===== src/sv/bem_pkg.sv =====
// ---------------------------------------------------------------------------
// bem_pkg: shared types and constants of the binary edge marker
// Job record passed from the front to the back, register indexes, levels.
// ---------------------------------------------------------------------------
package bem_pkg;

  // configuration register indexes
  typedef enum logic [0:0] {
    REG_FRAME_WIDTH  = 1'b0,
    REG_FRAME_HEIGHT = 1'b1
  } cfg_reg_e;

  localparam int unsigned CFG_DATA_W   = 16;
  localparam int unsigned RESET_WIDTH  = 2048;
  localparam logic [15:0] RESET_HEIGHT = 16'd1080;

  // gray = sum/3 > 128  <=>  sum >= 387
  localparam logic [9:0] BIN_SUM_MIN = 10'd387;

  localparam logic [7:0] LEVEL_FULL = 8'hFF;
  localparam logic [7:0] LEVEL_EDGE = 8'h00;

  localparam int unsigned COL_OUT_W   = 11;
  localparam int unsigned ROW_W       = 16;
  localparam int unsigned QUEUE_DEPTH = 4;
  localparam int unsigned QPTR_W      = 2;
  localparam int unsigned QCNT_W      = 3;

  // one classified pixel, worth zero, one or two result beats
  typedef struct packed {
    logic                 lvl_full;  // interior result is 255
    logic [COL_OUT_W-1:0] col;
    logic [ROW_W-1:0]     row;       // row of the pixel itself
    logic                 has_up;    // emits the pixel above
    logic                 has_own;   // last row: emits its own border pixel
    logic                 done;      // last column; an own pixel closes the frame
  } job_t;

endpackage


===== src/sv/bem_back.sv =====
// ---------------------------------------------------------------------------
// bem_back: result issue
// Expands each job into its result beats and holds them in the output
// register until the receiver takes them.
// ---------------------------------------------------------------------------
module bem_back (
  input  logic          clk_i,
  input  logic          rst_ni,
  input  logic          q_empty_i,
  input  bem_pkg::job_t q_head_i,
  output logic          q_pop_o,
  output logic          m_axis_tvalid,
  input  logic          m_axis_tready,
  output logic [39:0]   m_axis_tdata,   // level[7:0], out_col[18:8], out_row[34:19], zero
  output logic          m_axis_tlast    // frame_done
);

  logic                            out_v_q;
  logic [7:0]                      out_lvl_q;
  logic [bem_pkg::COL_OUT_W-1:0]   out_col_q, hold_col_q;
  logic [bem_pkg::ROW_W-1:0]       out_row_q, hold_row_q;
  logic                            out_last_q, hold_done_q;
  logic                            sec_q;
  logic                            load, silent;

  assign load    = !out_v_q || m_axis_tready;
  // a first-row job of a taller frame yields nothing: drop it at once
  assign silent  = !q_head_i.has_up && !q_head_i.has_own;
  assign q_pop_o = !sec_q && !q_empty_i && (silent || load);

  assign m_axis_tvalid = out_v_q;
  assign m_axis_tdata  = {5'b0, out_row_q, out_col_q, out_lvl_q};
  assign m_axis_tlast  = out_last_q;

  always_ff @(posedge clk_i or negedge rst_ni) begin
    if (!rst_ni) begin
      out_v_q <= 1'b0;
      sec_q   <= 1'b0;
    end else if (load) begin
      if (sec_q) begin
        out_v_q <= 1'b1;
        sec_q   <= 1'b0;
      end else if (!q_empty_i && !silent) begin
        out_v_q <= 1'b1;
        sec_q   <= q_head_i.has_up && q_head_i.has_own;
      end else begin
        out_v_q <= 1'b0;
      end
    end
  end

  always_ff @(posedge clk_i) begin
    if (load) begin
      if (sec_q) begin
        out_lvl_q  <= bem_pkg::LEVEL_EDGE;
        out_col_q  <= hold_col_q;
        out_row_q  <= hold_row_q;
        out_last_q <= hold_done_q;
      end else if (!q_empty_i && !silent) begin
        out_col_q   <= q_head_i.col;
        hold_col_q  <= q_head_i.col;
        hold_row_q  <= q_head_i.row;
        hold_done_q <= q_head_i.done;
        if (q_head_i.has_up) begin
          out_lvl_q  <= q_head_i.lvl_full ? bem_pkg::LEVEL_FULL : bem_pkg::LEVEL_EDGE;
          out_row_q  <= q_head_i.row - 16'd1;
          out_last_q <= 1'b0;
        end else begin
          out_lvl_q  <= bem_pkg::LEVEL_EDGE;
          out_row_q  <= q_head_i.row;
          out_last_q <= q_head_i.done;
        end
      end
    end
  end

endmodule


===== config.mk =====
export PLATFORM = sky130hd
export DESIGN_NAME = bem_back
export DESIGN_NICKNAME = d
export VERILOG_FILES = /design/src/sv/bem_pkg.sv /design/src/sv/bem_back.sv
export SDC_FILE = /design/constraint.sdc
export NUM_CORES = 1
export LEC_CHECK = 0
export BUFFER_PORTS_ARGS = -buffer_cell sky130_fd_sc_hd__buf_2
export CAP_MARGIN = 40
export CORE_UTILIZATION = 45
export DETAILED_ROUTE_END_ITERATION = 8
export PLACE_DENSITY = 0.8
export SYNTH_ARGS = -nofsm -noshare
export SYNTH_HDL_FRONTEND = slang
export SYNTH_SLANG_ARGS = --single-unit

===== constraint.sdc =====
create_clock -name clk_i -period 4.4 [get_ports clk_i]
set_input_delay 0.66 -clock clk_i [delete_from_list [all_inputs] [get_ports clk_i]]
set_output_delay 0.66 -clock clk_i [all_outputs]
set_load 0.01 [all_outputs]

After elaboration in Yosys (flattened, before gate mapping)
Index checks and enable logic that the tools add are counted.

word-level totals
  register bits = 66

operators by class
  add/subtract/negate cells = 1
  mux-type cells = 15
  bitwise logic cells = 1
  reduce and logical (&&, ||, !) cells = 16

operators with widths
  cell                   count
  $mux 16                3
  $mux 8                 3
  $mux 11                2
  $sub 16x1->16 const B  1
  $mux 1                 7
  $logic_not 1->1        6
  $logic_and 1x1->1      5
  $reduce_and 3->1       1
  $logic_or 1x1->1       2
  $reduce_and 2->1       1
  $reduce_bool 2->1      1
  $not 1->1              1

Depth between registers and ports, before layout
Gate-level depths: netlist of run 1.

  depth after elaboration = 6
  mapped depth = 5

Least setup slack after synthesis of run 1
No wires, ideal clock.

  path kind = input to register
  start point = input q_head_i[2] (netlist bit)
  end point = register hold_col_q[0] (netlist bit), enable pin
  data arrival time = 3.631 ns
  required time = 3.914 ns
  slack = 0.283 ns
  stages on the path = 3
  buffers on the path = 1
  cell sequence = buf_2 -> nor2_1 -> nor4_1

between the ends
  word-level cells in the longest chain between the ends = 5

RTL lines
  item                        RTL line        RTL
  from (decl)                 bem_back.sv:10  input bem_pkg::job_t q_head_i,
  $logic_not 1->1             bem_back.sv:28  assign silent = !q_head_i.has_up && !q_head_i.has_own;
  $logic_and 1x1->1           bem_back.sv:28
  $logic_not 1->1             bem_back.sv:59  end else if (!q_empty_i && !silent) begin
  $logic_and 1x1->1           bem_back.sv:59
  $reduce_and 3->1 (no line)  n/a
  to (signal assigned)        bem_back.sv:61  hold_col_q <= q_head_i.col;
  to (decl)                   bem_back.sv:20  logic [bem_pkg::COL_OUT_W-1:0] out_col_q, hold_col_q;

Every way passes these cells.
A chain may end at the register's enable or synchronous reset.

Final worst setup path of run 1
  start point = register sec_q
  end point = register out_row_q[14] (netlist bit), enable pin

between the ends
  word-level cells in the longest chain between the ends = 2

RTL lines
  item                         RTL line        RTL
  from (decl)                  bem_back.sv:23  logic sec_q;
  from (signal assigned)       bem_back.sv:45  sec_q <= q_head_i.has_up && q_head_i.has_own;
  $reduce_bool 2->1 (no line)  n/a
  $reduce_and 2->1 (no line)   n/a
  to (signal assigned)         bem_back.sv:57  out_row_q <= hold_row_q;
  to (signal assigned)         bem_back.sv:66  out_row_q <= q_head_i.row - 16'd1;
  to (signal assigned)         bem_back.sv:70  out_row_q <= q_head_i.row;
  to (decl)                    bem_back.sv:21  logic [bem_pkg::ROW_W-1:0] out_row_q, hold_row_q;

Every way passes these cells.

==> key figures, run 1 <==
CTS
  • Max H-tree Level: 3
  • Root buffer cell: clkbuf_8
  • TritonCTS clock tree: built
  • Hold Buf Count CTS: 0
  • Clk sink count: 59
  • Worst-skew pair later-pin latency: between 0.3 and 0.4 ns
  • Clock slew at reported path FFs: roughly 0.07 ns
  • # Post-CTS Setup Buffers: 0
  • Buffer depth of the longest clock path: 2
  • Cts repair resizes: 0
  • Num CTS Buffers: 9

Setup path
  • Critical path type: flop to flop
  • R2r endpoint: out_row_q[14]$_DFFE_PP_
  • Sum of buffers and inverters on the critical path: 3
  • CP endpoint kind: flop
  • Worst Reg-to-Reg Cells: 5
  • Worst r2r src: sec_q$_DFFE_PN0N_
  • Crit Path Max Fanout: 23
  • Crit path arrival time: approximately 2.2 ns
  • CP endpoint: out_row_q[14]$_DFFE_PP_
  • R2R Setup Slk: ~2.2 ns
  • Cell Chain, Critical Path: buf_8 > inv_1 > o21a_1 > nor2_2 > buf_4
  • Slowest CP cell: dfrtp_1
  • Critical path launch point: sec_q$_DFFE_PN0N_
  • Cell family with most CP delay: buffers and inverters
  • Worst EP required: roughly 4.4 ns
  • Slowest Stage Delay on Critical Path: 0.65 ns
  • Critical path depth: 5
  • Critical Path Start Type: flop

STA
  • RSZ-0062 raised after global routing: no
  • Crit path time final: approximately 2.2 ns
  • Hold Violations, Final: 0
  • Final worst-path cycle share: about 50%
  • Setup violations, final: 0
  • Fmax: approximately 0.45 GHz
  • Final Max Tran Viols: 0
  • Setup ws final: approximately 2.2 ns
  • Final TNS setup: 0 ns
  • Final worst clock skew: just under 0.008 ns
  • Worst-Margin Slew: a little under 0.9 ns
  • Worst slew margin: around two fifths

Floorplanning
  • DIE AREA: 6300 um^2
  • Die Width: 79.4 um
  • Area of the core: about 5600 um^2
  • Ports: 78
  • Row Count: 27
  • Die Y-Extent: a little under 80 um
  • Starting Density: a little under half

Routing
  • Final WL: between 5000 and 6000 um
  • Initial drt markers: roughly 140
  • # DRC: 0
  • Vias: between 1,500 and 2,000
  • Antenna-violating nets left: 0
  • WL per Instance: between 10 and 15 um
  • Drt first pass iters: 4
  • Via density: ~5.3

Synth
  • Yosys warns: 0
  • Sequential area share after synthesis: around 65%
  • Mapped cell area: approximately 2700 um^2
  • Avg Cell Area, Syn: between 10 and 15 um^2
  • Synthesized flop and latch total: between 50 and 60
  • Gate Count Post-Synth: 198
  • Cell variety after synth: 41

Placement
  • Routability congestion estimate from global placement: ~0.77
  • DP Worst Slack: around 2.0 ns
  • Post-DP HPWL: approximately 3500 um
  • Port Buf Inserts: 72

Global routing
  • Maximum number of pins on one net before global-route repair: 26
  • First-pass GRT wire length: 8010 um
  • Vias in the first global route: roughly 1,700
  • Initial antenna violation count: 0
  • Total gr overflow: 0
  • Total GRT Usage: ~18%

Cells and area
  • Register area: roughly 1800 um^2
  • Area grow syn2layout: 22.3%
  • Fillers: about 450
  • Area of the multi-input gates: 800 um^2
  • Fraction of layout cells with a size suffix above 1: 40.2%
  • Ant diodes: 0
  • Final #Nets: roughly 300

Pwr
  • Pwr Density: ~430 nW/um^2
  • Leak: 1.25 nW
  • VDD IR-drop max: about 0.00024 V

Run status
  • Outcome: finished clean

Run
  • Maximum Capacitance Violations: 0

Hold path
  • HP Class: primary input to asynchronous set/reset pin
==> metrics by stage <==
stage          utilization (%)  hold slack (ns)  total power, mW  area (um^2)  cells
3_3_place_gp              54.0            0.450            0.854         3050    326
6_report                  58.4           0.0926             1.40         3290    343
2_1_floorplan                -            0.364            0.797         2710    202
3_5_place_dp              54.3            0.450            0.860         3060    327
4_1_cts                   58.4           0.0790             1.42         3290    343
5_1_grt                   58.4           0.0732             1.46         3290    343
==> how the worst min path moves through the flow <==
stage	from	endpoint	slack (ns)	cells past startpoint
global route	rst_ni	m_axis_tvalid$_DFFE_PN0N_	0.07	1
floorplan	rst_ni	m_axis_tvalid$_DFFE_PN0N_	0.36	0
global placement	rst_ni	m_axis_tvalid$_DFFE_PN0N_	0.45	1
finish	rst_ni	m_axis_tvalid$_DFFE_PN0N_	0.09	1
CTS	rst_ni	m_axis_tvalid$_DFFE_PN0N_	0.08	1
detailed placement	rst_ni	m_axis_tvalid$_DFFE_PN0N_	0.45	1
==> state kept, by name (all words and copies together) (netlist names) <==
signal         cells
hold_row_q        16
out_lvl_q          1
m_axis_tvalid      1
hold_done_q        1
hold_col_q        11
out_row_q         16
m_axis_tlast       1
sec_q              1
out_col_q         11
==> power breakdown <==
group          switching (mW)  internal [mW]
registers              0.0124          0.671
clock network           0.205          0.349
logic                  0.0967         0.0674
total                   0.314           1.09
==> worst reg2reg max path: cells and delay by family, from the launching register on <==
kind,cells,cell delay [ns]
flip-flops,1,0.65
AND/OR/NAND/NOR,1,0.29
buffers and inverters,3,0.77
AO/OA/AOI/OAI,1,0.18
==> cells in the final DEF, fill, tap and decap left out, types with 2 or more instances in the layout <==
cell type  Yosys  layout
clkbuf_8       0      11
nor2_1        16      15
o41a_1         6       6
nand4_1        2       2
or3_1          2       2
or2_2          3       3
nor4_1         9       8
nand2_1       11      11
buf_4         12       3
dfrtp_1        2       2
or4_1          2       2
edfxtp_1      57      57
o21ai_0        7       7
inv_1          4       4
bufinv_16      0       2
mux2_2        11      11
nor2b_1        8       8
a31oi_1        3       3
conb_1         1       5
nand3_1        3       3
buf_2          1      72
a221o_1        6       6
o311ai_0       4       4
xnor2_1        2       2
==> per-layer routing <==
metal	routed length (um)	vias up	GRT usage [%]
li1	-	892	-
met1	2230	856	22.2
met2	2410	59	26.8
met3	332	8	6.32
met4	121	0	9.27
met5	0	-	0
==> layout make-up <==
type / count / area share [%]
Inverter: 4 / 0.456
Timing Repair Buffer: 76 / 12.1
Clock inverter: 4 / 2.20
Sequential cell: 59 / 53.5
Clock buffer: 12 / 4.71
Multi-Input combinational cell: 116 / 24.3
Tap cell: 72 / 2.74
==> synthesized netlist by cell type <==
master	n	area share (%)
inv_1	4	0.56
buf_1	3	0.42
or3_1	2	0.46
nor4_1	9	2.1
or2_2	3	0.70
xnor2_1	2	0.65
nor2_1	16	2.2
nor4b_1	1	0.33
ha_1	1	0.46
or4_4	1	0.42
a22o_1	1	0.33
buf_2	1	0.19
buf_4	12	3.3
o41a_1	6	2.5
or3_2	1	0.28
and3b_1	1	0.33
nand4b_1	1	0.33
o41ai_1	1	0.33
a31oi_1	3	0.70
nand2b_1	1	0.23
and3_1	1	0.23
o21ai_0	7	1.3
or4_1	2	0.56
nand3_1	3	0.56
a221o_1	6	2.2
o311ai_0	4	1.3
nand3b_1	1	0.28
nand4_1	2	0.46
nand2_1	11	1.5
a21o_1	1	0.28
buf_6	1	0.42
or4b_1	1	0.37
edfxtp_1	57	64
a21boi_0	1	0.28
mux2_2	11	4.6
nor2b_1	8	1.9
o21a_1	1	0.28
clkbuf_1	6	0.84
conb_1	1	0.14
dfrtp_1	2	1.9
nor3_1	1	0.19
==> cell families after synthesis <==
kind of cell,synth area share (%)
fa+ha+maj,0.465
other cells,0.139
xor+xnor,0.651
mux,4.60
flops,65.4
compound gates,9.53
simple gates,13.4
buf+inv,5.76
No activity file was read; power rests on OpenSTA's default activity.
==> run 2: changes to the inputs <==
PLACE_DENSITY = 0.83   (was 0.8)
clock period = 1.9 ns   (was 4.4 ns; I/O delays follow)
==> run 2 against run 1 <==
Compared with the run above: combinational power grew to 2.6 times the previous value; critical path depth grew 3; largest cell class unchanged; largest power group unchanged; via count grew 4.8%; clock skew shrank 0.00068 ns; critical path type is now primary input to flop; worst hold slack gained 0.060 ns.
==> key figures, run 2 (synthesis gave the netlist of run 1 again) <==
Global routing
  • First-pass GRT wire length: 9140 um (was 8010 um)
  • Total gr overflow: 0 (unchanged)
  • Vias in the first global route: 1,866 (was 1,650)
  • Total GRT Usage: 19.3% (was 17.7%)
  • Maximum number of pins on one net before global-route repair: 36 (was 26)
  • Initial antenna violation count: 0 (unchanged)

Setup path
  • CP endpoint kind: flop (unchanged)
  • Slowest Stage Delay on Critical Path: 0.34 ns (was 0.65 ns)
  • Critical path type: primary input to flop (was flop to flop)
  • Crit Path Max Fanout: 7 (was 23)
  • Crit path arrival time: 1.77 ns (was 2.23 ns)
  • Cell Chain, Critical Path: buf_2 > buf_4 > inv_1 > ha_1 > nand3b_1 > buf_4 > o311ai_0 > o311ai_0 (was buf_8 > inv_1 > o21a_1 > nor2_2 > buf_4)
  • Critical Path Start Type: primary input (was flop)
  • Slowest CP cell: o311ai_0 (was dfrtp_1)
  • Worst EP required: 1.94 ns (was 4.41 ns)

Floorplanning
  • Row Count: 27 (unchanged)
  • Starting Density: 47.7% (unchanged)
  • Ports: 78 (unchanged)
  • DIE AREA: 6300 um^2 (unchanged)
  • Area of the core: 5640 um^2 (unchanged)
  • Die Y-Extent: 79.4 um (unchanged)
  • Die Width: 79.4 um (unchanged)

Pwr
  • P_int: 2.48 mW (was 1.09 mW)
  • Reg power frac: 49.2% (was 48.8%)
  • NetSw: 0.734 mW (was 0.314 mW)
  • Sw Ratio: 22.8% (was 22.4%)
  • Total power: 3.21 mW (was 1.40 mW)
  • VDD IR-drop max: 0.000519 V (was 0.000242 V)
  • Leak: 1.33 nW (was 1.25 nW)
  • Pwr Density: 935 nW/um^2 (was 426 nW/um^2)
  • Comb power frac: 13.4% (was 11.7%)
  • Clk pwr share: 37.4% (was 39.5%)

Routing
  • Antenna-violating nets left: 0 (unchanged)
  • Drt first pass iters: 4 (unchanged)
  • Vias: 1,903 (was 1,815)
  • Initial drt markers: 196 (was 141)
  • Via density: 5.30 (was 5.29)
  • Final WL: 5540 um (was 5090 um)
  • WL per Instance: 15.4 um (was 14.8 um)
  • # DRC: 0 (unchanged)

Cells and area
  • Register area: 1760 um^2 (unchanged)
  • Fillers: 459 (was 452)
  • Final #Nets: 318 (was 302)
  • Most common cell after layout, fill and taps aside: buf_2 (unchanged)
  • Finished Cell Area: 3440 um^2 (was 3290 um^2)
  • Top Registers: hold_row_q x16, out_row_q x16 (unchanged)
  • Fraction of layout cells with a size suffix above 1: 43.2% (was 40.2%)
  • Ant diodes: 0 (unchanged)
  • Area grow syn2layout: 27.6% (was 22.3%)
  • Area of the multi-input gates: 811 um^2 (was 800 um^2)
  • Most frequent cells in the layout: buf_2, edfxtp_1, buf_4 (was buf_2, edfxtp_1, nor2_1)

Hold path
  • HP Class: primary input to flop (was primary input to asynchronous set/reset pin)

Placement
  • Post-DP HPWL: 3860 um (was 3490 um)
  • Port Buf Inserts: 72 (unchanged)
  • Placed cell area: 3220 um^2 (was 3060 um^2)
  • Routability congestion estimate from global placement: 0.882 (was 0.767)

CTS
  • Buffer depth of the longest clock path: 2 (unchanged)
  • Clock slew at reported path FFs: 0.06 ns (was 0.07 ns)
  • Root buffer cell: clkbuf_8 (unchanged)
  • Worst-skew pair later-pin latency: 0.32 ns (was 0.34 ns)
  • Max H-tree Level: 3 (unchanged)
  • TritonCTS clock tree: built (unchanged)
  • # Post-CTS Setup Buffers: 0 (unchanged)
  • Clk sink count: 59 (unchanged)
  • Num CTS Buffers: 9 (unchanged)

STA
  • Fmax: around 0.58 GHz
  • Crit path time final: 1.73 ns
  • Final worst-path cycle share: between 90 and 100%
  • Final worst clock skew: 0.00720 ns (was 0.00788 ns)
  • Final Max Tran Viols: 0 (unchanged)
  • Hold Violations, Final: 0 (unchanged)
  • Setup violations, final: 0 (unchanged)
  • RSZ-0062 raised after global routing: no (unchanged)

Run status
  • Outcome: finished clean (unchanged)

Run
  • Maximum Capacitance Violations: 0 (unchanged)
[run 2: power groups by stage]
stage | Sequential (mW) | Combinational, mW | Clock [mW]
global route | 1.59 | 0.471 | 1.28
detailed placement | 1.61 | 0.429 | 0
finish | 1.58 | 0.430 | 1.20
global placement | 1.60 | 0.414 | 0
CTS | 1.58 | 0.434 | 1.22
floorplan | 1.64 | 0.215 | 0
[run 2: path summary, 6_finish.rpt]
path / endpoint / from / cells past startpoint / slack, ns
worst max-delay path: out_row_q[8]$_DFFE_PP_ / q_head_i[3] / 8 / 0.17
worst min-delay path: hold_col_q[5]$_DFFE_PP_ / q_head_i[24] / 1 / 0.15
worst max register to register: out_row_q[7]$_DFFE_PP_ / sec_q$_DFFE_PN0N_ / 5 / 0.28
worst min register to register: out_row_q[2]$_DFFE_PP_ / hold_row_q[2]$_DFFE_PP_ / 2 / 0.53
max in group asynchronous: m_axis_tvalid$_DFFE_PN0N_ / rst_ni / 2 / 1.54
min in group asynchronous: sec_q$_DFFE_PN0N_ / rst_ni / 2 / 0.27
[run 2: area by class of cell]
| type | instances | share of cell area (%) |
|---|---|---|
| clock buffers | 11 | 3.82 |
| clock inverters | 5 | 2.26 |
| inverters | 4 | 0.437 |
| multi-input cells | 116 | 23.6 |
| flip-flops and latches | 59 | 51.3 |
| well taps | 72 | 2.62 |
| repair buffers | 92 | 16.0 |
[run 2: critical path, delay by kind of cell]
family                     cells  cell delay, ns
buffers and inverters          4            0.53
AOI/OAI and AO/OA              2            0.53
and+or+nand+nor                1            0.24
adders and majority gates      1            0.17
[run 2: metal layers]
| layer | vias to the layer above | GRT usage, % | share of wire, % |
|---|---|---|---|
| met4 | 0 | 9.27 | 1.6 |
| met2 | 70 | 30.3 | 50 |
| met3 | 8 | 3.79 | 4.7 |
| li1 | 930 | - | - |
| met5 | - | 0 | 0 |
| met1 | 895 | 25.8 | 44 |
[run 2: timing repair]
action	in CTS	in global routing
hold buffers	1	0
endpoints found under the setup margin	0	1
gates resized for setup	0	1
endpoints found under the hold margin	2	0
[run 2: per-stage QoR]
stage | setup slack, ns | hold WS (ns) | instances | util (%) | setup TNS [ns]
3_5_place_dp | -0.141 | 0.0714 | 342 | 57.0 | -0.899
6_report | 0.169 | 0.153 | 359 | 60.9 | 0
4_1_cts | 0.0915 | 0.139 | 359 | 60.9 | 0
5_1_grt | 0.0576 | 0.139 | 359 | 60.9 | 0
3_3_place_gp | -0.0772 | 0.0710 | 342 | 57.0 | -0.596
2_1_floorplan | -0.223 | -0.0106 | 202 | - | -6.23
