`src/sv/bem_pkg.sv`:
```
// ---------------------------------------------------------------------------
// bem_pkg: shared types and constants of the binary edge marker
// Job record passed from the front to the back, register indexes, levels.
// ---------------------------------------------------------------------------
package bem_pkg;

  // configuration register indexes
  typedef enum logic [0:0] {
    REG_FRAME_WIDTH  = 1'b0,
    REG_FRAME_HEIGHT = 1'b1
  } cfg_reg_e;

  localparam int unsigned CFG_DATA_W   = 16;
  localparam int unsigned RESET_WIDTH  = 2048;
  localparam logic [15:0] RESET_HEIGHT = 16'd1080;

  // gray = sum/3 > 128  <=>  sum >= 387
  localparam logic [9:0] BIN_SUM_MIN = 10'd387;

  localparam logic [7:0] LEVEL_FULL = 8'hFF;
  localparam logic [7:0] LEVEL_EDGE = 8'h00;

  localparam int unsigned COL_OUT_W   = 11;
  localparam int unsigned ROW_W       = 16;
  localparam int unsigned QUEUE_DEPTH = 4;
  localparam int unsigned QPTR_W      = 2;
  localparam int unsigned QCNT_W      = 3;

  // one classified pixel, worth zero, one or two result beats
  typedef struct packed {
    logic                 lvl_full;  // interior result is 255
    logic [COL_OUT_W-1:0] col;
    logic [ROW_W-1:0]     row;       // row of the pixel itself
    logic                 has_up;    // emits the pixel above
    logic                 has_own;   // last row: emits its own border pixel
    logic                 done;      // last column; an own pixel closes the frame
  } job_t;

endpackage

```
`src/sv/bem_queue.sv`:
```
// ---------------------------------------------------------------------------
// bem_queue: short job queue between front and back
// Four-entry FIFO of classified pixels.
// ---------------------------------------------------------------------------
module bem_queue (
  input  logic          clk_i,
  input  logic          rst_ni,
  input  logic          push_i,
  input  bem_pkg::job_t job_i,
  output logic          full_o,
  input  logic          pop_i,
  output logic          empty_o,
  output bem_pkg::job_t head_o
);

  bem_pkg::job_t                    q_mem [bem_pkg::QUEUE_DEPTH];
  logic [bem_pkg::QPTR_W-1:0]       wr_ptr_q, rd_ptr_q;
  logic [bem_pkg::QCNT_W-1:0]       cnt_q;

  assign full_o  = cnt_q == bem_pkg::QCNT_W'(bem_pkg::QUEUE_DEPTH);
  assign empty_o = cnt_q == '0;
  assign head_o  = q_mem[rd_ptr_q];

  always_ff @(posedge clk_i or negedge rst_ni) begin
    if (!rst_ni) begin
      wr_ptr_q <= '0;
      rd_ptr_q <= '0;
      cnt_q    <= '0;
    end else begin
      if (push_i) begin
        wr_ptr_q <= wr_ptr_q + 1'b1;
      end
      if (pop_i) begin
        rd_ptr_q <= rd_ptr_q + 1'b1;
      end
      case ({push_i, pop_i})
        2'b10:   cnt_q <= cnt_q + 1'b1;
        2'b01:   cnt_q <= cnt_q - 1'b1;
        default: cnt_q <= cnt_q;
      endcase
    end
  end

  always_ff @(posedge clk_i) begin
    if (push_i) begin
      q_mem[wr_ptr_q] <= job_i;
    end
  end

endmodule

```
`config.mk`:
```
export PLATFORM = sky130hd
export DESIGN_NAME = bem_queue
export DESIGN_NICKNAME = d
export VERILOG_FILES = /design/src/sv/bem_pkg.sv /design/src/sv/bem_queue.sv
export SDC_FILE = /design/constraint.sdc
export NUM_CORES = 1
export LEC_CHECK = 0
export BUFFER_PORTS_ARGS = -buffer_cell sky130_fd_sc_hd__buf_4
export CAP_MARGIN = 20
export CORE_ASPECT_RATIO = 1.5
export CORE_MARGIN = 8
export CORE_UTILIZATION = 50
export CTS_CLUSTER_SIZE = 40
export DETAILED_ROUTE_END_ITERATION = 10
export PLACE_DENSITY = 0.71
export SLEW_MARGIN = 15
export SYNTH_ARGS = -nofsm -noshare
export SYNTH_HDL_FRONTEND = slang
export SYNTH_SLANG_ARGS = --single-unit
```
`constraint.sdc`:
```
create_clock -name clk_i -period 2 [get_ports clk_i]
set_clock_uncertainty 0.05 [all_clocks]
set_input_delay 0.2 -clock clk_i [delete_from_list [all_inputs] [get_ports clk_i]]
set_output_delay 0.2 -clock clk_i [all_outputs]
set_load 0.01 [all_outputs]
```
### Yosys cells after proc, flatten, opt, wreduce, memory -nomap -nowiden

Memories as Yosys holds them, arrays and structs flattened.
Cells that the tools add are included.

| word-level totals | value |
|---|---|
| bits in registers | 7 |
| RAM bits | 124 |
| input bits | 35 |
| memories | 1 |

| operators by class | value |
|---|---|
| add/sub/neg operators | 4 |
| equality and inequality tests | 3 |
| muxes and demuxes | 3 |
| reduce and logical (&&, ||, !) cells | 2 |

Memory list:

| memory | words | width | rd ports | clocked after memory_dff | wr ports | line | source |
|---|---|---|---|---|---|---|---|
| q_mem | 4 | 31 | 1 | 0 | 1 | bem_queue.sv:16 | `bem_pkg::job_t q_mem [bem_pkg::QUEUE_DEPTH];` |

Operators by type and width:

| kind | number |
|---|---|
| $pmux W3 S2 | 1 |
| $add A2 B1 Y2 const B | 2 |
| $add A3 B1 Y3 const B | 1 |
| $eq A3 B3 Y1 const B | 1 |
| $logic_not A3 Y1 | 1 |
| $sub A3 B1 Y3 const B | 1 |
| $eq A2 B1 Y1 const B | 1 |
| $eq A2 B2 Y1 const B | 1 |
| $mux W1 | 2 |
| $reduce_bool A2 Y1 | 1 |

### Longest topological paths before layout

Gate-level depths: netlist of the first run.

| logic depth | value |
|---|---|
| word-level depth | 2 |
| mapped depth | 7 |
| mapped depth without buffers | 7 |

### Least setup slack after synthesis of the first run

OpenSTA, ideal clock, no wires.

| timing path | value |
|---|---|
| path kind | register to register |
| start | register wr_ptr_q[0] (netlist bit) |
| end | memory q_mem[2][0] (netlist bit) (enable) |
| arrival time | 1.382 ns |
| slack | 0.177 ns |
| stages on the path, launching flop included | 4 |
| path buffers | 0 |
| cell sequence | dfrtp_1 > inv_1 > ha_1 > and2_1 |

RTL lines:

| item | line | source |
|---|---|---|
| start, declared | bem_queue.sv:17 | `logic [bem_pkg::QPTR_W-1:0] wr_ptr_q, rd_ptr_q;` |
| start signal, assigned | bem_queue.sv:31 | `wr_ptr_q <= wr_ptr_q + 1'b1;` |
| end, declared | bem_queue.sv:16 |  |

Straight into the memory's write port.

==> impl_metrics.csv, run 1 <==
group,metric,value,unit
status,run_status,"finished with violations",
status,violations,"negative setup slack",
placement,placedCellCount,381,
finish,fillCellCount,612,
die,initial_core_util,51.0,%
die,core_area,0.00963,mm2
logic_synthesis,synth-seq-cells,131,
timing,timing.slew.headroom,83.1,%
timing,period_share,101,%
die,rows,44,
timing,hold_slack,0.0841,ns
routing,routed_wl,9.01,mm
logic_synthesis,synth_fp_nets,240,
worst_setup_path,slowest_stage,"mux4_2",
routing,drcViolationCount,0,
worst_setup_path,cp.arrival,1.76,ns
worst_setup_path,regToRegStartpoint,"wr_ptr_q[0]",
finish,ff_latch_area,0.00390,mm2
logic_synthesis,synth_common_cells,"edfxtp_1, mux4_2, dfrtp_1",
finish,num_antenna_cells,0,
global_route,grt_busiest_layer,"met2",
die,ios,68,
logic_synthesis,synthCells,199,
clock_network,cts_buffers,17,
logic_synthesis,yosysTopAreaCellShare,75.8,%
global_route,grt_overflow,0,
worst_setup_path,worstSetupPathType,"flip-flop to output pin",
timing,report.final.hold_viol_count,0,
global_route,antenna_found_initial,0,
timing,fmax,497,MHz
clock_network,path_clk_slew,0.05,ns
die,die_w,96.9,um
placement,numPortBuffers,67,
clock_network,cts_tree,"built",
clock_network,clk_latency,0.41,ns
placement,gp_congestion,0.704,
clock_network,clock-root-buffer,"clkbuf_16",
worst_setup_path,reg2reg_depth,4,
power,ir_worst_vdd,0.923,mV
finish,utilization,69.2,%
clock_network,cts_buffer_depth,2,
placement,placed_area,0.00561,mm2
worst_setup_path,cp_cell_sequence,"buf_4, clkbuf_16, mux4_2, buf_6",
finish,final_nets,368,
routing,viasPerCell,5.17,
worst_setup_path,r2r_end,"q_mem[0][16]",
worst_setup_path,critPathMaxStageDelay,0.52,ns
job,maxCapViolCount,0,
logic_synthesis,yosysMostFrequentCell,"edfxtp_1",
global_route,use_met2,24.8,%
logic_synthesis,ys_warn_count,0,
logic_synthesis,netlist_top_cells_area,"edfxtp_1, mux4_2, dfrtp_1",
finish,finalInstanceArea,0.00667,mm2
global_route,gr-usage-met1,13.4,%
worst_setup_path,critPathMaxFanout,6,
logic_synthesis,ys_seq_area_share,79.3,%
die,die_height,137,um
timing,worstMarginPinSlew,0.253,ns
timing,rsz0062_at_grt,"yes",
logic_synthesis,synthArstFlopShare,5.34,%
routing,wl_per_cell,19.9,um
global_route,grt_pass1_vias,2650,
routing,dr.pass1.iters,4,
worst_setup_path,crit_required,1.75,ns
worst_setup_path,r2r_slack,0.47,ns
finish,final_cell_count_no_fill,453,
logic_synthesis,synth_cell_types,18,
logic_synthesis,yosysTopAreaCell,"edfxtp_1",
timing,finalSetupViolations,8,
global_route,grt_pass1_wl,13.7,mm
logic_synthesis,synth_edf_count,124,
clock_network,h-tree-depth,4,
timing,drv_slew,0,
worst_setup_path,critPathLaunchType,"flip-flop",
timing,worst_slack,-0.0116,ns
power,powerDensity,1480,mW/mm2
logic_synthesis,netlist_area,0.00491,mm2
logic_synthesis,synth_ff_type,"edfxtp_1",
global_route,grt_use_met3,4.82,%
routing,drt_iter0_drc,139,
worst_hold_path,holdCritPathClass,"primary input to asynchronous set/reset pin",
worst_setup_path,end_kind,"output pin",
finish,synthToLayoutAreaGrowth,35.7,%
routing,routed-via-count,2343,
timing,timing.final.crit_period,2.01,ns
global_route,grt.total_usage,13.9,%
finish,multi_input_area,900,um2
clock_network,clock_sinks,131,
logic_synthesis,syn_avg_cell_area,24.7,um2
finish,final_layout_size_suffix_gt1_share,42.0,%
power,leakagePower,2.42,nW
die,dieArea,0.0133,mm2
global_route,grt_start_max_net_pins,28,
routing,antenna_violating_nets_post_route,0,
## critical path, delay by kind of cell (launching register included)
family | cells | cell delay (ns)
muxes | 1 | 0.52
buffers and inverters | 3 | 0.45
DFF | 1 | 0.38
## worst max path at each step
stage                     start          end  cells after the start
finish              rd_ptr_q[0]   head_o[17]                      4
global route        rd_ptr_q[0]   head_o[17]                      4
CTS                 rd_ptr_q[0]   head_o[30]                      3
detailed placement  rd_ptr_q[0]    head_o[1]                      3
global placement    rd_ptr_q[0]    head_o[1]                      3
floorplan           wr_ptr_q[0]  q_mem[2][0]                      3
## final cells by class
cell class / instances / share of cell area, %
clock buffer: 22 / 6.66
clock inverter: 8 / 1.31
inverter: 6 / 0.338
multi-input combinational: 55 / 13.5
sequential: 131 / 58.5
tap: 115 / 2.16
timing repair buffer: 116 / 17.5
## report_power, final
| group | internal [W] | leakage (nW) | total (W) | switching, W |
|---|---|---|---|---|
| Sequential | 0.00361 | 1.22 | 0.00381 | 0.000198 |
| Clock | 0.00180 | 0.262 | 0.00278 | 0.000983 |
| Combinational | 0.00188 | 0.936 | 0.00330 | 0.00142 |
## through the flow
stage / total power [W] / TNS (ns) / setup WS, ns
2_1_floorplan: 0.00549 / 0 / 0.177
3_3_place_gp: 0.00661 / 0 / 0.402
3_5_place_dp: 0.00665 / 0 / 0.392
4_1_cts: 0.00967 / -0.264 / -0.0467
5_1_grt: 0.0103 / -1.34 / -0.0765
6_report: 0.00988 / -0.0552 / -0.0116
## layer usage
metal  part of all wire (%)  routed length [um]
met1                     38                3410
met2                     55                4980
met3                    5.0                 454
met4                    1.8                 163
met5                      0                   0
## logic make-up (layout without fill, tap and decap cells)
group,Yosys count,after routing,share of synthesized area [%]
buf+inv,13,152,2.22
fa+ha+maj,6,6,1.68
simple gates,10,10,1.04
compound gates,2,2,0.204
mux,31,31,14.4
xor+xnor,6,6,1.07
flops,131,131,79.3
## flip-flops by register name, summed over array words and instances (netlist names)
signal / flops
rd_ptr_q: 2
q_mem: 124
wr_ptr_q: 2
cnt_q: 3
## cell usage in the layout, fill, tap and decap left out, drive strengths merged
cell and instances:
inv 6, nor2 1, buf 79, mux4 31
dfrtp 7, and3 1, o21ai 2, and2 4
bufinv 2, nor3 1, xor2 4, dlygate4sd3 34
clkbuf 25, nand2 3, edfxtp 124, clkinv 6
xnor2 2, fa 1, ha 5
## timing repair
action / in CTS / in global routing
hold buffers: 34 / 0
gates resized for setup: 18 / 6
endpoints found under the hold margin: 133 / 0
endpoints found under the setup margin: 19 / 30
buffers inserted: 0 / 4
gates cloned: 0 / 4
(Power assumes the default switching activity.)
==> run 2, diff against run 1 <==
- CELL_PAD_IN_SITES_DETAIL_PLACEMENT: default -> 1
- CELL_PAD_IN_SITES_GLOBAL_PLACEMENT: default -> 1
- CORE_UTILIZATION: 50 -> 30
- PLACE_DENSITY: 0.71 -> default
- PLACE_DENSITY_LB_ADDON: default -> 0.1
- SLEW_MARGIN: 15 -> 20
==> run 2 against run 1 <==
Effect of this change:
- the flow now finishes without violations
- via count is 2.5% higher
- power is 6.3% higher
- largest cell class unchanged
- combinational power is 4% higher
- flip-flop and latch count stayed put
==> impl_metrics.csv, run 2 (same netlist as run 1, synthesis figures left out) <==
group,metric,value,unit
status,run_status,"finished, final reports clean",
finish,multi_input_area,903,um2
global_route,antenna_found_initial,0,
die,dieArea,0.0208,mm2
timing,report.final.hold_viol_count,0,
clock_network,path_clk_slew,0.06,ns
finish,final_nets,369,
global_route,grt.total_usage,10.5,%
routing,routed_wl,10.3,mm
timing,period_share,99.4,%
worst_setup_path,r2r_slack,0.44,ns
timing,worstMarginPinSlew,0.324,ns
worst_setup_path,crit_family,"multiplexers",
routing,viasPerCell,4.39,
finish,final_layout_size_suffix_gt1_share,43.4,%
job,maxCapViolCount,0,
routing,dr.pass1.iters,4,
finish,ff_latch_area,0.00390,mm2
global_route,grt_pass1_wl,16.2,mm
timing,finalSetupViolations,0,
worst_setup_path,critPathMaxFanout,5,
finish,num_antenna_cells,0,
worst_setup_path,critPathMaxStageDelay,0.52,ns
finish,finalInstanceArea,0.00692,mm2
clock_network,cts_buffers,17,
finish,utilization,42.9,%
worst_setup_path,slowest_stage,"mux4_2",
worst_setup_path,cp.arrival,1.74,ns
worst_setup_path,regToRegStartpoint,"wr_ptr_q[0]",
clock_network,cts_tree,"built",
routing,routed-via-count,2401,
finish,final_cell_mix,"edfxtp_1, buf_4, dlygate4sd3_1",
routing,drcViolationCount,0,
finish,max_flop_register,"q_mem",
die,die_height,173,um
clock_network,cts_buffer_depth,2,
placement,gp_congestion,0.610,
die,initial_core_util,30.5,%
worst_setup_path,r2r_end,"q_mem[0][19]",
finish,largestRegisters,"q_mem x124, cnt_q x3",
global_route,grt_pass1_vias,2855,
timing,timing.final.crit_period,1.99,ns
placement,numPortBuffers,67,
placement,hpwl,6.64,mm
die,ios,68,
die,core_area,0.0161,mm2
finish,final_common_cell,"edfxtp_1",
timing,rsz0062_at_grt,"yes",
worst_setup_path,cp_cell_sequence,"buf_4, buf_12, mux4_2, buf_6",
routing,wl_per_cell,18.9,um
clock_network,h-tree-depth,4,
global_route,grt_overflow,0,
power,ir_worst_vdd,0.577,mV
timing,timing.slew.headroom,78.4,%
die,rows,57,
clock_network,clock-root-buffer,"clkbuf_16",
finish,largest_reg_flops,124,
die,die_w,120,um
routing,drt_iter0_drc,99,
clock_network,clk_latency,0.40,ns
placement,placed_area,0.00578,mm2
worst_hold_path,holdCritPathClass,"primary input to asynchronous set/reset pin",
worst_setup_path,crit_required,1.75,ns
timing,drv_slew,0,
routing,antenna_violating_nets_post_route,0,
worst_setup_path,worstSetupPathType,"flip-flop to output pin",
power,leakagePower,2.48,nW
worst_setup_path,critPathLaunchType,"flip-flop",
timing,hold_slack,0.110,ns
power,powerDensity,1520,mW/mm2
worst_setup_path,reg2reg_depth,4,
worst_setup_path,end_kind,"output pin",
finish,fillCellCount,1532,
timing,fmax,503,MHz
finish,synthToLayoutAreaGrowth,40.8,%
global_route,grt_start_max_net_pins,32,
worst_setup_path,path_buf_inv,3,
clock_network,clock_sinks,131,
[run 2: through the flow]
stage / setup slack (ns) / instances / power [W] / setup TNS (ns)
final: 0.0117 / 547 / 0.0105 / 0
after CTS: -0.0289 / 545 / 0.0106 / -0.149
after global placement: 0.275 / 475 / 0.00689 / 0
after floorplan: 0.177 / 199 / 0.00549 / 0
after detailed placement: 0.273 / 475 / 0.00693 / 0
after global routing: -0.0542 / 547 / 0.0110 / -0.942
[run 2: timing repair]
action,CTS,global route
setup endpoints to repair,30,29
hold endpoints to repair,134,0
pin swaps,0,0
setup buffers,4,1
resized for setup,19,7
hold buffers,34,0
gates cloned,0,1
[run 2: final cells by class]
cell class,count,area share [%]
clock buffers,19,6.26
well taps,206,3.72
inverters,6,0.325
multi-input cells,55,13.1
flip-flops and latches,131,56.4
repair buffers,117,17.3
clock inverters,13,3.00
[run 2: worst max path at each step]
stage,startpoint,to,cells after the start
global placement,rd_ptr_q[0],head_o[21],3
floorplan,wr_ptr_q[0],q_mem[2][0],3
finish,rd_ptr_q[0],head_o[21],4
CTS,rd_ptr_q[0],head_o[3],4
global route,rd_ptr_q[0],head_o[14],4
detailed placement,rd_ptr_q[0],head_o[21],3
[run 2: routing by layer]
metal  global-route usage, %  vias to the layer above  wire (um)
met5                       0                        -          0
met4                    4.08                        0         95
met3                    2.67                        5        307
met2                    19.9                       40       6060
met1                    10.6                     1272       3860
li1                        -                     1084          -
[run 2: worst register-to-register path: cells and delay by family (launching register included)]
kind	cells	cell delay, ns
adders and majority gates	1	0.14
buffers and inverters	2	0.32
DFF	1	0.41
and+or+nand+nor	1	0.34
[run 2: power breakdown]
part | switching (W) | internal, W | leakage (nW)
combinational | 0.00151 | 0.00193 | 0.949
clock | 0.00109 | 0.00221 | 0.311
sequential | 0.000161 | 0.00360 | 1.22
==> run 3, diff against run 2 <==
--- a/config.mk
+++ b/config.mk
@@ -16,2 +16,3 @@
 export DETAILED_ROUTE_END_ITERATION = 10
+export GPL_ROUTABILITY_DRIVEN = 0
 export PLACE_DENSITY_LB_ADDON = 0.1
==> constraint.sdc (replaced) <==
create_clock -name clk_i -period 1.7 [get_ports clk_i]
set_clock_uncertainty 0.05 [all_clocks]
set_input_delay 0.17 -clock clk_i [delete_from_list [all_inputs] [get_ports clk_i]]
set_output_delay 0.17 -clock clk_i [all_outputs]
set_load 0.02 [all_outputs]
==> run 3 against run 2 <==
Effect of this change:
- the run now ends with negative setup slack left
- global-route usage up 0.51 points
- combinational power up 37%
- core utilization up 0.44 points
- die area unchanged
- critical path type unchanged
- critical endpoint is now head_o[22]
- largest cell class unchanged
- highest routed layer unchanged
==> impl_metrics.csv, run 3 (same netlist as run 1, synthesis figures left out) <==
group,metric,value,unit
worst_setup_path,critPathLaunchType,"flip-flop",
clock_network,cts_tree,"built",
placement,numPortBuffers,67,
die,initial_core_util,30.5,%
timing,setup_tns,-7.71,ns
power,swShare,29.1,%
power,internal-power,0.00917,W
clock_network,cts_buffers,17,
global_route,grt.total_usage,11.0,%
worst_hold_path,holdCritPathClass,"primary input to asynchronous set/reset pin",
timing,rsz0062_at_grt,"yes",
finish,final_layout_size_suffix_gt1_share,46.0,%
global_route,grt_pass1_wl,16.9,mm
timing,worst_slack,-0.296,ns
power,seq_power_share,34.4,%
placement,placed_area,0.00580,mm2
finish,largest_reg_flops,124,
power,powerDensity,1850,mW/mm2
worst_setup_path,worstSetupPathType,"flip-flop to output pin",
clock_network,clock_sinks,131,
clock_network,clk_latency,0.40,ns
routing,drt_iter0_drc,100,
timing,period_share,117,%
power,p_sw,0.00377,W
clock_network,clock-root-buffer,"clkbuf_16",
die,ios,68,
clock_network,cts_buffer_depth,2,
power,comb_power_share,36.5,%
clock_network,h-tree-depth,4,
worst_setup_path,crit_required,1.48,ns
timing,drv_slew,0,
finish,final_nets,377,
timing,timing.final.crit_period,2.00,ns
routing,drcViolationCount,0,
worst_setup_path,slowest_stage,"mux4_2",
finish,max_flop_register,"q_mem",
global_route,antenna_found_initial,0,
die,die_w,120,um
finish,final_common_cell,"edfxtp_1",
timing,report.final.hold_viol_count,0,
power,leakagePower,2.51,nW
timing,fmax,501,MHz
finish,largestRegisters,"q_mem x124, cnt_q x3",
worst_setup_path,crit_family,"multiplexers",
power,ir_worst_vdd,0.767,mV
clock_network,path_clk_slew,0.06,ns
routing,wl_per_cell,19.5,um
worst_setup_path,path_buf_inv,3,
routing,dr.pass1.iters,4,
die,dieArea,0.0208,mm2
finish,final_cell_mix,"edfxtp_1, buf_4, dlygate4sd3_1, buf_6, mux4_2",
die,core_area,0.0161,mm2
global_route,grt_start_max_net_pins,21,
timing,finalSetupViolations,31,
worst_setup_path,critPathMaxFanout,7,
die,rows,57,
worst_setup_path,end_kind,"output pin",
global_route,grt_overflow,0,
status,run_status,"finished with violations",
power,finalPower,0.0129,W
routing,routed_wl,10.8,mm
die,die_height,173,um
timing,timing.slew.headroom,77.8,%
routing,antenna_violating_nets_post_route,0,
status,violations,"negative setup slack",
routing,routed-via-count,2428,
global_route,grt_pass1_vias,2829,
finish,num_antenna_cells,0,
placement,hpwl,6.92,mm
worst_setup_path,cp.arrival,1.78,ns
finish,finalInstanceArea,0.00699,mm2
worst_setup_path,critPathMaxStageDelay,0.55,ns
job,maxCapViolCount,0,
worst_setup_path,cp_cell_sequence,"buf_4, buf_12, mux4_2, buf_6",
finish,synthToLayoutAreaGrowth,42.3,%
power,p_clk_share,29.1,%
finish,utilization,43.4,%
routing,viasPerCell,4.38,
timing,worstMarginPinSlew,0.333,ns
## run 3: power groups by stage
stage	Clock (W)	Sequential (W)	Combinational, W
floorplan	0	0.00442	0.00244
global placement	0	0.00450	0.00404
detailed placement	0	0.00453	0.00405
CTS	0.00386	0.00445	0.00480
global route	0.00396	0.00450	0.00504
finish	0.00376	0.00445	0.00472
## run 3: metrics by stage
step	hold slack (ns)	instances	worst slack, ns
after global placement	-0.0482	479	0.0625
after detailed placement	-0.0441	479	0.0572
after floorplan	-0.176	199	0.198
after CTS	0.0639	551	-0.326
after global routing	0.103	554	-0.355
final	0.0766	554	-0.296
## run 3: worst register-to-register path: cells and delay by family (launching register included)
family                     cells  cell delay [ns]
and+or+nand+nor                1             0.13
xor gates and xnor gates       2             0.29
buffers and inverters          1             0.10
adders and majority gates      1             0.39
DFF                            1             0.38
## run 3: repair_timing
action | CTS | global route
cloned | 2 | 0
setup buffers | 5 | 4
pin swaps | 0 | 3
hold buffers | 34 | 0
resized for setup | 34 | 12
hold endpoints to repair | 134 | 0
setup endpoints to repair | 31 | 32
## run 3: layout make-up
cell class	instances	area, um2
Timing Repair Buffer	125	1290
Clock buffer	18	429
Inverter	6	22.5
Sequential cell	131	3900
Clock inverter	13	185
Fill cell	1548	9130
Multi-Input combinational cell	55	905
Tap cell	206	258
## run 3: worst paths after layout
check	start	endpoint	slack, ns	depth (start not counted)
hold / removal	rst_ni	cnt_q[2]	0.08	2
hold reg to reg	cnt_q[2]	cnt_q[2]	0.45	1
max in group asynchronous	rst_ni	rd_ptr_q[1]	1.37	2
setup reg to reg	cnt_q[0]	cnt_q[2]	0.29	5
min in group clk_i	cnt_q[2]	cnt_q[2]	0.45	1
setup / recovery	rd_ptr_q[0]	head_o[22]	-0.30	4
## run 3: per-layer routing
layer / global-route usage, % / vias up / wire (um) / part of all wire [%]
li1: - / 1100 / - / -
met1: 11.8 / 1276 / 4150 / 38
met2: 20.3 / 44 / 6210 / 57
met3: 2.87 / 8 / 332 / 3.1
met4: 3.92 / 0 / 132 / 1.2
met5: 0 / - / 0 / 0
